**config.mk**
```make
export PLATFORM = sky130hd
export DESIGN_NAME = svb_ram
export DESIGN_NICKNAME = d
export VERILOG_FILES = /design/src/rtl/svb_ram.sv
export SDC_FILE = /design/constraint.sdc
export NUM_CORES = 2
export LEC_CHECK = 0
export BUFFER_PORTS_ARGS = -buffer_cell sky130_fd_sc_hd__buf_2
export CAP_MARGIN = 20
export CELL_PAD_IN_SITES_DETAIL_PLACEMENT = 1
export CELL_PAD_IN_SITES_GLOBAL_PLACEMENT = 2
export CORE_ASPECT_RATIO = 1.1
export CORE_UTILIZATION = 51
export CTS_CLUSTER_DIAMETER = 120
export DETAILED_ROUTE_END_ITERATION = 10
export GPL_TIMING_DRIVEN = 0
export PLACE_DENSITY = 0.76
export SYNTH_ARGS = -nofsm -noshare
export SYNTH_HDL_FRONTEND = slang
export SYNTH_SLANG_ARGS = --single-unit
```
**constraint.sdc**
```tcl
create_clock -name clk -period 4.26 [get_ports clk]
set_input_delay 0.639 -clock clk [delete_from_list [all_inputs] [get_ports clk]]
set_output_delay 0.639 -clock clk [all_outputs]
set_load 0.005 [all_outputs]
```
**src/rtl/svb_ram.sv**
```systemverilog
// ----------------------------------------------------------------------------
// svb_ram: generic single-write, single-read synchronous RAM
// One write port and one read port; read data is registered.
// ----------------------------------------------------------------------------
module svb_ram #(
  parameter int WIDTH = 32,
  parameter int DEPTH = 64,
  parameter int ADDR_W = (DEPTH > 1) ? $clog2(DEPTH) : 1
) (
  input  logic              clk,
  input  logic              we,
  input  logic [ADDR_W-1:0] waddr,
  input  logic [WIDTH-1:0]  wdata,
  input  logic [ADDR_W-1:0] raddr,
  output logic [WIDTH-1:0]  rdata
);

  logic [WIDTH-1:0] mem [DEPTH];

  // Write port and registered read port.
  always_ff @(posedge clk) begin
    if (we) begin
      mem[waddr] <= wdata;
    end
    rdata <= mem[raddr];
  end

endmodule

```
# ---- Word-level counts from Yosys, hierarchy flattened
# Memory sizes are Yosys's and may differ from the RTL's. A register that Yosys moved wholly into a read port is not among the register bits.
# Index checks and enable logic that the tools add are counted.
dict set report classes {
  shift 0
  reduce_logical 0
  n_mul 0
  addsub 0
  n_lt_le_gt_ge 0
  div_mod_pow 0
  mux 2
  n_eq_ne 0
  n_bitwise 0
}
# operator count
set ops {}
lappend ops {{1-bit two-way mux} 2}
dict set report word_totals {
  input_bits 46
  mem_count 1
  elab_cells 3
  ff_bits 0
  latch_bits 0
  mem_bits_rw 2048
  mem_bits_ro 0
}
# memory words word_bits read_ports rd_ports_with_merged_regs wr line_no
set memory_table {}
lappend memory_table {mem 64 32 1 1 1 18} ;# logic [WIDTH-1:0] mem [DEPTH];

# ---- Logic depth before layout (Yosys ltp)
dict set report logic_depth {
  word_depth 2
  depth_mapped 10
}

# ---- Worst setup path after synthesis
# No wires, ideal clock.
dict set report synth_path {
  path_type {input to register}
  startpoint {in waddr[3]}
  endpoint {mem mem[48][0], enable pin}
  path_stages 4
  arrival_ns 3.338
  path_buffers 1
  path_slack_ns 0.461
  setup_ns 0.461
  cell_sequence {clkbuf_1 nor2b_1 nand4b_1 nor3_1}
}
# item line_no
set synth_lines {}
lappend synth_lines {{start, declared} 12} ;# input logic [ADDR_W-1:0] waddr,
lappend synth_lines {{end, declared} 18}
# No word-level cell before the write port.

==> metrics.md <==
| Metric | Value |
|---|---|
| Synth Area in Adders | `0` |
| Synth Area in Compound Gates | `0.0167` |
| RSZ-0062 raised after global routing | `false` |
| First-pass GRT wire length | `~330,000 µm` |
| Most frequent cells in the layout | `edfxtp_1, mux4_2, clkbuf_16` |
| Type of the tightest min-delay check | `primary input to flip-flop` |
| Hold path startpoint | `wdata[28]` |
| HPWL after detailed placement | `~160,000 µm` |
| Post-Synth XOR/XNOR Area | `0` |
| Worst IR drop on VDD | `0.444 mV` |
| Hold bufs inserted after CTS | `0` |
| Final period utilization | `0.994` |
| Final worst slack | `0.0249 ns` |
| Core Footprint | `152,000 µm²` |
| Syn nets | `3,370` |
| Final Skew | `about 0.029 ns` |
| DIE AREA | `156,000 µm²` |
| Synthesis-to-layout area growth | `15.4%` |
| Number of post-CTS setup repair buffers | `0` |
| Worst Setup End Kind | `flip-flop` |
| Final ANT Viol Nets | `0` |
| Final net count | `~3.8k` |
| Worst slew pin tran | `between 1 and 1.5 ns` |
| Layout cells sized above 1 | `0.300` |
| Cell Rows | `150` |
| Buffers on Ports | `between 60 and 70` |
| Vias | `39.8k` |
| Fmax | `0.236 GHz` |
| Routed WL per cell | `41.4 µm` |
| Synthesized-area fraction occupied by and/or/nand/nor cells | `0.0127` |
| Yosys warning total | `0` |
| Die extent in y | `414 µm` |
| Root Buffer Master | `clkbuf_16` |
| Number of synthesized register bits | `2,080` |
| Setup slack after placement | `-0.972 ns` |
| H-tree levels | `4` |
| Largest net degree at the start of global routing | `65` |
| CTS buffer count | `197` |
| Vias in the first global route | `about 41k` |
| Synth cell types | `34` |
| Post-layout util | `0.594` |
| CP arrival | `4.91 ns` |
| Bufs on Longest Clock Path | `3` |
| Main combinational cell family by area after synthesis | `multiplexers` |
| Power per cell area | `469 nW/µm²` |
| LEAKAGE | `28.3 nW` |
| Most common cell after layout, fill and taps aside | `edfxtp_1` |
| DR iter-0 viols | `around 6k` |
| Routability cong. | `around 1` |
| Grt ovf | `0` |
| Final setup viols | `0` |
| Fin. Hold Viols | `0` |
| Status | `finished, final reports clean` |
| I/O Pins | `78` |
| Register area share after synthesis | `0.791` |
| CP max FO | `19` |
| Worst r2r src | `mem[3][11]$_DFFE_PP_` |
| Multiplexer share of the synthesized area | `0.168` |
| Final WL | `between 200,000 and 250,000 µm` |
| CTS Sinks | `2,080` |
| Worst-path clk slew | `0.06 ns` |
| Via-to-Cell Ratio | `6.71` |
| Mapped Area | `approximately 79,000 µm²` |
| Post-Syn Instances | `3,324` |
| CP Launch Point | `raddr[1]` |
| Clock latency on the worst-skew pair | `around 0.86 ns` |
| Setup TNS | `0 ns` |
| Starting Density | `0.515` |
| Syn Area/Cell | `23.6 µm²` |
| DRC errors left | `0` |
| Worst setup SP type | `primary input` |
| Die X | `376 µm` |
| Final Max Tran Viols | `0` |
| Max Cap Violations | `0` |
| Critical Path RT | `4.94 ns` |
| Min Hold Slack | `0.105 ns` |
| Post-CTS resize count | `0` |
| Fillcell total | `12.5k` |
| Minimum clock period | `around 4.2 ns` |
| Antenna violations before repair | `12` |
| Tot GR Track Use | `0.319` |
| Max-slew headroom | `0.203` |
| DRT Pass-1 Iters | `6` |
| TritonCTS clock tree | `done` |
| Crit Path Class | `primary input to flip-flop` |
## final cells by class
cell class                      count  area (µm²)  share of cell area
Antenna cell                        6        15.0            0.000166
Clock inverter                    116        1120              0.0123
Sequential cell                  2080       62100               0.686
Clock buffer                      245        5150              0.0569
Timing Repair Buffer              194        2760              0.0304
Tap cell                         2052        2570              0.0283
Buffer                            181         883             0.00975
Multi-Input combinational cell   1062       16000               0.176
## cells by family (layout without fill, tap and decap cells)
family                 after synthesis  in the layout
flip-flops                        2080           2080
buffers and inverters              182            736
multiplexers                       637            637
other                                0              6
AND/OR/NAND/NOR                    223            223
AO/OA/AOI/OAI                      202            202
## worst paths after layout
kind	endpoint	slack [ns]	depth (start not counted)
max reg2reg	rdata[11]$_DFF_P_	1.41	4
min reg2reg	rdata[4]$_DFF_P_	0.95	4
min	mem[14][28]$_DFFE_PP_	0.11	1
max	rdata[15]$_DFF_P_	0.02	9
## synthesized netlist by cell type
library cell / number / area, µm²
buf_4: 25 / 188
mux2i_1: 93 / 931
or3b_2: 3 / 26.3
clkbuf_1: 74 / 278
nand3b_1: 5 / 37.5
o221ai_1: 27 / 236
edfxtp_1: 2048 / 61500
nand2b_1: 8 / 50.1
or2_1: 1 / 6.26
buf_1: 21 / 78.8
or3b_1: 2 / 17.5
and2_1: 2 / 12.5
nand2_1: 26 / 97.6
a41o_1: 4 / 40.0
nand4_1: 2 / 12.5
a21oi_1: 62 / 310
a31oi_1: 1 / 6.26
a22oi_1: 12 / 90.1
nand3_1: 5 / 25.0
o22ai_1: 84 / 526
nor3_1: 7 / 35.0
a311oi_1: 8 / 70.1
dfxtp_1: 32 / 641
o32ai_1: 4 / 35.0
or3_1: 3 / 18.8
nor2b_1: 15 / 93.8
nand4b_1: 1 / 8.76
or2_0: 1 / 6.26
nor2_1: 137 / 514
or2_2: 1 / 6.26
buf_2: 57 / 285
mux4_2: 544 / 12300
buf_6: 5 / 56.3
and3_1: 4 / 25.0
## worst max-delay path, cell delays in order
cell,delay (ns)
buf_2,0.41
buf_2,0.44
buf_2,0.66
nand2_1,0.79
clkbuf_1,0.53
o22ai_1,0.28
nor2_1,0.20
a21oi_1,0.74
nor2_1,0.18
## sequential cells by signal (all words and copies together) (netlist names)
register	count
mem	2048
rdata	32
## metrics by stage
step	cell area [µm²]	power (W)	cells
finish	90600	0.0425	5936
global placement	81400	0.0254	5445
CTS	90200	0.0425	5909
detailed placement	83900	0.0256	5549
floorplan	78500	0.0242	3324
global route	90600	0.0432	5931
## layer usage
layer / share of wire / track usage
met1: 0.36 / 0.419
met2: 0.48 / 0.519
met3: 0.11 / 0.0675
met4: 0.052 / 0.147
met5: 0.00025 / 0
## where the power goes
part / internal, W / switching [W]
sequential: 0.0226 / 0.0000499
clock: 0.00962 / 0.00764
combinational: 0.000849 / 0.00165
total: 0.0331 / 0.00934
Power figures use the tool's default switching activity.
